File: config.mk
export PLATFORM = sky130hd
export DESIGN_NAME = serial_drive_and_steer_controller_flat
export DESIGN_NICKNAME = d
export VERILOG_FILES = /design/src/hdl/sdsc_pkg.sv /design/src/hdl/sdsc_ifs.sv /design/src/hdl/serial_drive_and_steer_controller.sv /design/src/flat_wrapper.sv
export SDC_FILE = /design/constraint.sdc
export NUM_CORES = 1
export LEC_CHECK = 0
export CAP_MARGIN = 20
export CORE_UTILIZATION = 25
export DETAILED_ROUTE_END_ITERATION = 8
export DONT_BUFFER_PORTS = 1
export HOLD_SLACK_MARGIN = 0.12
export SYNTH_ARGS = -nofsm -noshare
export SYNTH_HDL_FRONTEND = slang
export SYNTH_SLANG_ARGS = --single-unit
export TNS_END_PERCENT = 20
File: constraint.sdc
create_clock -name clk -period 2.9 [get_ports clk]
set_clock_uncertainty 0.15 [all_clocks]
set_input_delay 0.435 -clock clk [delete_from_list [all_inputs] [get_ports clk]]
set_output_delay 0.435 -clock clk [all_outputs]
set_load 0.005 [all_outputs]
File: src/hdl/sdsc_pkg.sv
// Package with types and constants of the serial drive and steer controller.
package sdsc_pkg;

	localparam int SENSOR_BITS = 10;

	localparam logic [7:0] BYTE_QUERY = 8'd63;
	localparam logic [7:0] BYTE_ZERO  = 8'd48;
	localparam logic [7:0] CMD_COUNT  = 8'd6;

	localparam logic [7:0] RESET_TURN_SHORT  = 8'd60;
	localparam logic [7:0] RESET_TURN_LONG   = 8'd120;
	localparam logic [7:0] RESET_CENTER_TMO  = 8'd60;
	localparam logic [9:0] RESET_CENTER_THR  = 10'd1;

	typedef enum logic [1:0] {
		POS_LEFT   = 2'd0,
		POS_CENTER = 2'd1,
		POS_RIGHT  = 2'd2
	} pos_t;

	typedef enum logic [2:0] {
		CMD_STOP     = 3'd0,
		CMD_FORWARD  = 3'd1,
		CMD_BACKWARD = 3'd2,
		CMD_CENTER   = 3'd3,
		CMD_RIGHT    = 3'd4,
		CMD_LEFT     = 3'd5
	} cmd_t;

	typedef enum logic [1:0] {
		REG_TURN_SHORT = 2'd0,
		REG_TURN_LONG  = 2'd1,
		REG_CENTER_TMO = 2'd2,
		REG_CENTER_THR = 2'd3
	} reg_idx_t;

	localparam logic OP_BYTE = 1'b0;
	localparam logic OP_TICK = 1'b1;

	typedef struct packed {
		logic       op;
		logic [7:0] cmd_byte;
		logic [9:0] center_sample;
	} item_t;

	typedef struct packed {
		logic       fwd_drive_n;
		logic       bwd_drive_n;
		logic       steer_left_n;
		logic       steer_right_n;
		logic [1:0] steer_position;
		logic       ident_reply;
		logic       busy_reject;
	} result_t;

endpackage

File: src/hdl/sdsc_ifs.sv
// Valid/ready channel interfaces for input items and result items.
interface sdsc_req_if;
	logic                 valid;
	logic                 ready;
	sdsc_pkg::item_t      data;

	modport source (output valid, output data, input ready);
	modport sink (input valid, input data, output ready);
endinterface

interface sdsc_rsp_if;
	logic                 valid;
	logic                 ready;
	sdsc_pkg::result_t    data;

	modport source (output valid, output data, input ready);
	modport sink (input valid, input data, output ready);
endinterface

File: src/hdl/serial_drive_and_steer_controller.sv
// Drive and steering controller for a serial command stream and a millisecond tick.
// Each transaction on req is a command byte or a tick with a centering sensor sample, and it
// yields exactly one transaction on rsp with the drive and steering line levels, the recorded
// steering position and the identify and busy flags. An item passes an input register and
// then the result register, from which its result is offered on rsp; one item is taken
// every cycle as long as rsp is not stalled, and the state update between the two
// registers is a few compares and one 8-bit increment. The user is to write registers
// through cfg_we, cfg_index and cfg_data only while no transaction is in flight; the
// block itself does not enforce this.
module serial_drive_and_steer_controller (
	input  logic             clk,
	input  logic             arst_n,
	input  logic             cfg_we,
	input  logic [1:0]       cfg_index,
	input  logic [9:0]       cfg_data,
	sdsc_req_if.sink         req,
	sdsc_rsp_if.source       rsp
);

	logic [7:0] turn_short_q;
	logic [7:0] turn_long_q;
	logic [7:0] center_tmo_q;
	logic [9:0] center_thr_q;

	logic              valid_s1;
	sdsc_pkg::item_t   item_s1;
	logic              valid_s2;
	sdsc_pkg::result_t result_s2;

	logic              fwd_q, bwd_q, left_q, right_q;
	sdsc_pkg::pos_t    pos_q, target_q;
	logic              active_q, seek_q;
	logic [7:0]        ticks_q, limit_q;

	logic              fwd_d, bwd_d, left_d, right_d;
	sdsc_pkg::pos_t    pos_d, target_d;
	logic              active_d, seek_d;
	logic [7:0]        ticks_d, limit_d;
	logic              ident_d, busy_d;

	logic              advance;
	logic [7:0]        ticks_inc;
	logic [7:0]        byte_off;
	logic              is_cmd;
	logic [9:0]        sample;
	sdsc_pkg::cmd_t    cmd;

	assign advance   = !valid_s2 || rsp.ready;
	assign req.ready = !valid_s1 || advance;
	assign rsp.valid = valid_s2;
	assign rsp.data  = result_s2;

	always_ff @(posedge clk or negedge arst_n) begin
		if (!arst_n) begin
			turn_short_q <= sdsc_pkg::RESET_TURN_SHORT;
			turn_long_q  <= sdsc_pkg::RESET_TURN_LONG;
			center_tmo_q <= sdsc_pkg::RESET_CENTER_TMO;
			center_thr_q <= sdsc_pkg::RESET_CENTER_THR;
		end else if (cfg_we) begin
			unique case (sdsc_pkg::reg_idx_t'(cfg_index))
				sdsc_pkg::REG_TURN_SHORT: turn_short_q <= cfg_data[7:0];
				sdsc_pkg::REG_TURN_LONG:  turn_long_q  <= cfg_data[7:0];
				sdsc_pkg::REG_CENTER_TMO: center_tmo_q <= cfg_data[7:0];
				sdsc_pkg::REG_CENTER_THR: center_thr_q <= cfg_data;
				default: ;
			endcase
		end
	end

	assign byte_off  = item_s1.cmd_byte - sdsc_pkg::BYTE_ZERO;
	assign is_cmd    = byte_off < sdsc_pkg::CMD_COUNT;
	assign cmd       = sdsc_pkg::cmd_t'(byte_off[2:0]);
	assign sample    = 10'(item_s1.center_sample[sdsc_pkg::SENSOR_BITS-1:0]);
	assign ticks_inc = ticks_q + 8'd1;

	always_comb begin
		fwd_d    = fwd_q;
		bwd_d    = bwd_q;
		left_d   = left_q;
		right_d  = right_q;
		pos_d    = pos_q;
		target_d = target_q;
		active_d = active_q;
		seek_d   = seek_q;
		ticks_d  = ticks_q;
		limit_d  = limit_q;
		ident_d  = 1'b0;
		busy_d   = 1'b0;
		if (item_s1.op == sdsc_pkg::OP_TICK) begin
			if (active_q) begin
				if (seek_q && sample <= center_thr_q) begin
					left_d   = 1'b1;
					right_d  = 1'b1;
					pos_d    = target_q;
					active_d = 1'b0;
					seek_d   = 1'b0;
				end else begin
					ticks_d = ticks_inc;
					if (ticks_inc == 8'd0 || ticks_inc >= limit_q) begin
						left_d   = 1'b1;
						right_d  = 1'b1;
						pos_d    = target_q;
						active_d = 1'b0;
						seek_d   = 1'b0;
					end
				end
			end
		end else if (item_s1.cmd_byte == sdsc_pkg::BYTE_QUERY) begin
			ident_d = 1'b1;
		end else if (is_cmd) begin
			if (active_q) begin
				busy_d = 1'b1;
			end else begin
				unique case (cmd)
					sdsc_pkg::CMD_STOP: begin
						fwd_d   = 1'b1;
						bwd_d   = 1'b1;
						left_d  = 1'b1;
						right_d = 1'b1;
					end
					sdsc_pkg::CMD_FORWARD: begin
						fwd_d = 1'b0;
						bwd_d = 1'b1;
					end
					sdsc_pkg::CMD_BACKWARD: begin
						fwd_d = 1'b1;
						bwd_d = 1'b0;
					end
					sdsc_pkg::CMD_CENTER: begin
						if (pos_q == sdsc_pkg::POS_LEFT || pos_q == sdsc_pkg::POS_RIGHT) begin
							if (pos_q == sdsc_pkg::POS_LEFT) begin
								right_d = 1'b0;
							end else begin
								left_d = 1'b0;
							end
							target_d = sdsc_pkg::POS_CENTER;
							limit_d  = center_tmo_q;
							ticks_d  = 8'd0;
							seek_d   = 1'b1;
							active_d = 1'b1;
						end
					end
					sdsc_pkg::CMD_RIGHT: begin
						if (pos_q != sdsc_pkg::POS_RIGHT) begin
							right_d  = 1'b0;
							target_d = sdsc_pkg::POS_RIGHT;
							limit_d  = (pos_q == sdsc_pkg::POS_CENTER) ? turn_short_q
								: turn_long_q;
							ticks_d  = 8'd0;
							seek_d   = 1'b0;
							active_d = 1'b1;
						end
					end
					sdsc_pkg::CMD_LEFT: begin
						if (pos_q != sdsc_pkg::POS_LEFT) begin
							left_d   = 1'b0;
							target_d = sdsc_pkg::POS_LEFT;
							limit_d  = (pos_q == sdsc_pkg::POS_CENTER) ? turn_short_q
								: turn_long_q;
							ticks_d  = 8'd0;
							seek_d   = 1'b0;
							active_d = 1'b1;
						end
					end
					default: ;
				endcase
			end
		end
	end

	always_ff @(posedge clk or negedge arst_n) begin
		if (!arst_n) begin
			valid_s1 <= 1'b0;
			valid_s2 <= 1'b0;
			fwd_q    <= 1'b1;
			bwd_q    <= 1'b1;
			left_q   <= 1'b1;
			right_q  <= 1'b1;
			pos_q    <= sdsc_pkg::POS_CENTER;
			target_q <= sdsc_pkg::POS_CENTER;
			active_q <= 1'b0;
			seek_q   <= 1'b0;
			ticks_q  <= 8'd0;
			limit_q  <= 8'd0;
		end else begin
			if (req.ready) begin
				valid_s1 <= req.valid;
			end
			if (advance) begin
				valid_s2 <= valid_s1;
			end
			if (valid_s1 && advance) begin
				fwd_q    <= fwd_d;
				bwd_q    <= bwd_d;
				left_q   <= left_d;
				right_q  <= right_d;
				pos_q    <= pos_d;
				target_q <= target_d;
				active_q <= active_d;
				seek_q   <= seek_d;
				ticks_q  <= ticks_d;
				limit_q  <= limit_d;
			end
		end
	end

	always_ff @(posedge clk) begin
		if (req.valid && req.ready) begin
			item_s1 <= req.data;
		end
		if (valid_s1 && advance) begin
			result_s2.fwd_drive_n    <= fwd_d;
			result_s2.bwd_drive_n    <= bwd_d;
			result_s2.steer_left_n   <= left_d;
			result_s2.steer_right_n  <= right_d;
			result_s2.steer_position <= pos_d;
			result_s2.ident_reply    <= ident_d;
			result_s2.busy_reject    <= busy_d;
		end
	end

endmodule

File: src/flat_wrapper.sv
// flat-port wrapper written by rule: the top's interface ports become plain ports
module serial_drive_and_steer_controller_flat 
  (clk, arst_n, cfg_we, cfg_index, cfg_data, req_valid, req_data, req_ready, rsp_valid, rsp_data, rsp_ready);
  sdsc_req_if req_i ();
  sdsc_rsp_if rsp_i ();
  input  logic clk;
  input  logic arst_n;
  input  logic cfg_we;
  input  logic [1:0] cfg_index;
  input  logic [9:0] cfg_data;
  input wire logic [$bits(req_i.valid)-1:0] req_valid;
  input wire logic [$bits(req_i.data)-1:0] req_data;
  output wire logic [$bits(req_i.ready)-1:0] req_ready;
  output wire logic [$bits(rsp_i.valid)-1:0] rsp_valid;
  output wire logic [$bits(rsp_i.data)-1:0] rsp_data;
  input wire logic [$bits(rsp_i.ready)-1:0] rsp_ready;
  assign req_i.valid = req_valid;
  assign req_i.data = req_data;
  assign req_ready = req_i.ready;
  assign rsp_valid = rsp_i.valid;
  assign rsp_data = rsp_i.data;
  assign rsp_i.ready = rsp_ready;
  serial_drive_and_steer_controller u_core (.clk(clk), .arst_n(arst_n), .cfg_we(cfg_we), .cfg_index(cfg_index), .cfg_data(cfg_data), .req(req_i), .rsp(rsp_i));
endmodule
==> run_results.csv <==
group,metric,value,unit
cts,htree_levels,3,
status,violations,"setup timing",
setup_path,arrival,2.87,ns
cells_and_area,final_nets,477,
sta,final-setup-viol-count,3,
power,pwr-share-comb,0.174,
worst_hold_path,min-delay-start,"rsp_ready",
power,switching_share,0.261,
place,postPlaceCellArea,4760,µm²
cells_and_area,syn2layout_area_growth,23.8,%
sta,fin_ws,-0.0292,ns
cts,clock_path_buffers,2,
grt,overflow,0,
yosys,ys_warn_count,0,
drt,wl_per_cell,14.1,µm
drt,ant_nets,0,
grt,grt_pass1_vias,3138,
drt,drtIter0Drc,112,
grt,grt_max_degree,63,
grt,grt_usage,0.111,
yosys,synth_top_area_share,0.246,
drt,wl_met3,264,µm
floorplan,coreArea,16800,µm²
cts,insertion_delay,0.34,ns
cts,path_clk_slew,0.06,ns
setup_path,r2r_cells,11,
sta,fmax,0.341,GHz
sta,rsz0062_at_grt,"yes",
setup_path,rr_startpoint,"u_core.ticks_q[1]$_DFFE_PN0P_",
setup_path,critPathMaxStageDelay,0.39,ns
floorplan,initial_core_util,0.260,
floorplan,die_h,134,µm
sta,drv_slew,0,
yosys,synth_edf_count,27,
setup_path,crit_start,"u_core.ticks_q[1]$_DFFE_PN0P_",
yosys,ys_seq_area_frac,0.546,
sta,hold_slack,0.184,ns
setup_path,start_kind,"flop",
power,seq_power_share,0.489,
grt,grt_pass1_wl,15500,µm
floorplan,rows,47,
worst_hold_path,hold_path_class,"in2reg",
floorplan,die-area,18000,µm²
power,pwr_density_cell,588,nW/µm²
setup_path,crit_family,"simple AND/OR/NAND/NOR gates",
setup_path,critical_path_class,"reg2reg",
place,dp_hpwl,6420,µm
yosys,ys.flop_type,"dfrtp_1",
drt,routed-wl-met2,4520,µm
drt,topRoutingLayerUsed,"met4",
sta,worst_pin_slew,0.847,ns
setup_path,cp_common_cell,"nand2_2",
yosys,synthArstFlopShare,0.697,
power,clkPwrFrac,0.338,
place,post-place-ws,-0.0818,ns
cells_and_area,antenna-diode-count,0,
power,p_int,2.35,mW
yosys,synth_area_leaders,"dfrtp_1 (25%), edfxtp_1 (19%), dfstp_2 (11%)",
drt,dr.pass1.iters,6,
yosys,synth_cell_types,50,
yosys,synth_cells,371,
sta,final_hold_viol_count,0,
setup_path,path_buf_inv,1,
cts,cts_tree,"done",
drt,num_vias,2932,
worst_hold_path,hold-path-cell-count,2,
cts,numCtsBuffers,9,
sta,fin_crit_sh,1.01,
drt,routed_wl,9130,µm
yosys,avgSynthCellArea,11.8,µm²
drt,m1WireLength,4150,µm
setup_path,worstSetupEndpointType,"flop",
sta,slew_headroom,0.435,
drt,via_per_inst,4.55,
cells_and_area,fillCellCount,1748,
yosys,synthesis.nets,428,
setup_path,worstPathCellList,"nand2_2 -> nor4_4 -> xnor2_1 -> inv_1 -> ha_4 -> nand2_2 -> or3_4 -> o221ai_2 -> a2111oi_4 -> nor3_2 -> mux2_2",
setup_path,cp.depth,11,
status,status,"complete, but fails checks",
cells_and_area,final_layout_size_suffix_gt1_frac,0.275,
grt,antenna_found_initial,0,
sta,fin_crit,2.93,ns
setup_path,cp.required,2.84,ns
yosys,yosys_register_bits,89,
floorplan,pin_count,46,
cts,root_buffer,"clkbuf_16",
yosys,synth_largest_area_cell,"dfrtp_1",
cts,cts_setup_buffers,0,
setup_path,critPathSlowestCell,"dfrtp_1",
cts,cts_sinks,89,
yosys,synth_area,4370,µm²
power,ir_drop,0.328,mV
cells_and_area,stdcell_area,5420,µm²
place,port_buffers,0,
floorplan,die_width,134,µm
drt,route.detailed.drc,0,
flow_run,cap_violations,0,
place,gp_congestion,0.810,
power,power_leakage,2.18,nW
setup_path,critPathMaxFanout,4,
power,p_switching,0.832,mW
[layout make-up]
type	count	area, µm²	share of cell area
Timing Repair Buffer	53	495	0.0915
Sequential cell	89	2390	0.441
Clock buffer	11	243	0.0448
Clock inverter	5	31.3	0.00578
Multi-Input combinational cell	234	1860	0.343
Tap cell	220	275	0.0508
Inverter	33	124	0.0229
[cell usage in the layout, fill, tap and decap left out, types with 2 or more instances in the layout]
cell type      netlist  layout
a21oi_1             11      11
inv_1               32      32
dfrtp_1             43      42
mux2_2              41      40
a31oi_1              3       2
clkbuf_16            0       9
and2_1               2       2
buf_4                1      21
mux2i_1              9       9
or3_1                5       4
nand2_2              0       2
edfxtp_1            27      27
xnor2_1              6       6
nand4_1              3       3
nor2b_1              2       2
dlygate4sd3_1        0      31
ha_1                21      20
nand3_1             16      16
nor3_1               8       7
o21ai_0             24      24
dfstp_2             19      19
nand2b_1             5       5
nor2_1              11      11
clkinv_2             0       3
nand3b_1             5       5
o211ai_1             9       9
nand2_1             22      20
o22ai_1              3       3
nor3b_1              2       2
or2_2                2       2
a21o_1               4       4
[worst paths after layout]
kind / end / slack (ns)
worst max-delay path: u_core.rsp.data[2]$_DFFE_PP_ / -0.03
worst min-delay path: u_core.rsp.valid$_DFFE_PN0P_ / 0.18
worst max register to register: u_core.rsp.data[2]$_DFFE_PP_ / -0.03
worst min register to register: u_core.center_thr_q[9]$_DFFE_PN0P_ / 0.35
max in group asynchronous: u_core.fwd_q$_DFFE_PN1P_ / 1.80
min in group asynchronous: u_core.limit_q[1]$_DFFE_PN0P_ / 0.51
[metal layers]
layer,GRT usage,up-vias
met1,0.135,1420
met4,0.0499,0
met2,0.187,67
met3,0.0234,15
li1,-,1430
met5,0,-
[power groups by stage]
stage	Clock [mW]	Sequential [mW]	Combinational, mW
after global placement	0	1.57	0.459
final	1.08	1.56	0.553
after global routing	1.16	1.58	0.620
after floorplan	0	1.54	0.363
after detailed placement	0	1.58	0.467
after CTS	1.10	1.56	0.539
[cells in the mapped netlist (2+ instances only)]
master     n
nand3b_1   5
nand4_1    3
nand3_1   16
or3_1      5
edfxtp_1  27
o211ai_1   9
a21o_1     4
o21ai_0   24
dfstp_2   19
dfrtp_1   43
nor2_1    11
mux2i_1    9
nor3_1     8
xnor2_1    6
buf_2      4
nand2_1   22
nor3b_1    2
or2_2      2
a21oi_1   11
a31oi_1    3
nand2b_1   5
mux2_2    41
inv_1     32
ha_1      21
o22ai_1    3
and2_1     2
nor2b_1    2
clkbuf_1  10
[flip-flops by register name (all words and copies together), names as in the netlist]
signal,flops
u_core.active_q,1
u_core.bwd_q,1
u_core.center_thr_q,10
u_core.center_tmo_q,8
u_core.fwd_q,1
u_core.item_s1,9
u_core.left_q,1
u_core.limit_q,8
u_core.pos_q,2
u_core.right_q,1
u_core.rsp.data,8
u_core.rsp.valid,1
u_core.sample,10
u_core.seek_q,1
u_core.target_q,2
u_core.ticks_q,8
u_core.turn_long_q,8
u_core.turn_short_q,8
u_core.valid_s1,1
[cell families (layout without fill, tap and decap cells)]
kind of cell    Yosys count  after routing  synth area share
xor+xnor                  7              7            0.0140
buf+inv                  48            102            0.0432
simple gates             91             91             0.111
mux                      50             50             0.126
compound gates           65             65             0.100
fa+ha+maj                21             21            0.0601
flops                    89             89             0.546
[stage by stage]
stage / cells / utilization / total power, mW / TNS [ns]
after floorplan: 371 / - / 1.91 / -0.125
final: 645 / 0.322 / 3.18 / -0.0653
after global placement: 597 / 0.283 / 2.03 / -0.0682
after global routing: 645 / 0.322 / 3.36 / -1.04
after detailed placement: 597 / 0.283 / 2.05 / -0.199
after CTS: 645 / 0.320 / 3.19 / -0.0871
[timing repair]
action,4_1_cts,5_1_grt
endpoints found under the setup margin,6,7
pin swaps,1,1
hold buffers,32,0
gates resized for setup,3,5
endpoints found under the hold margin,116,0
Note: power is estimated with default switching activity, not from simulation.
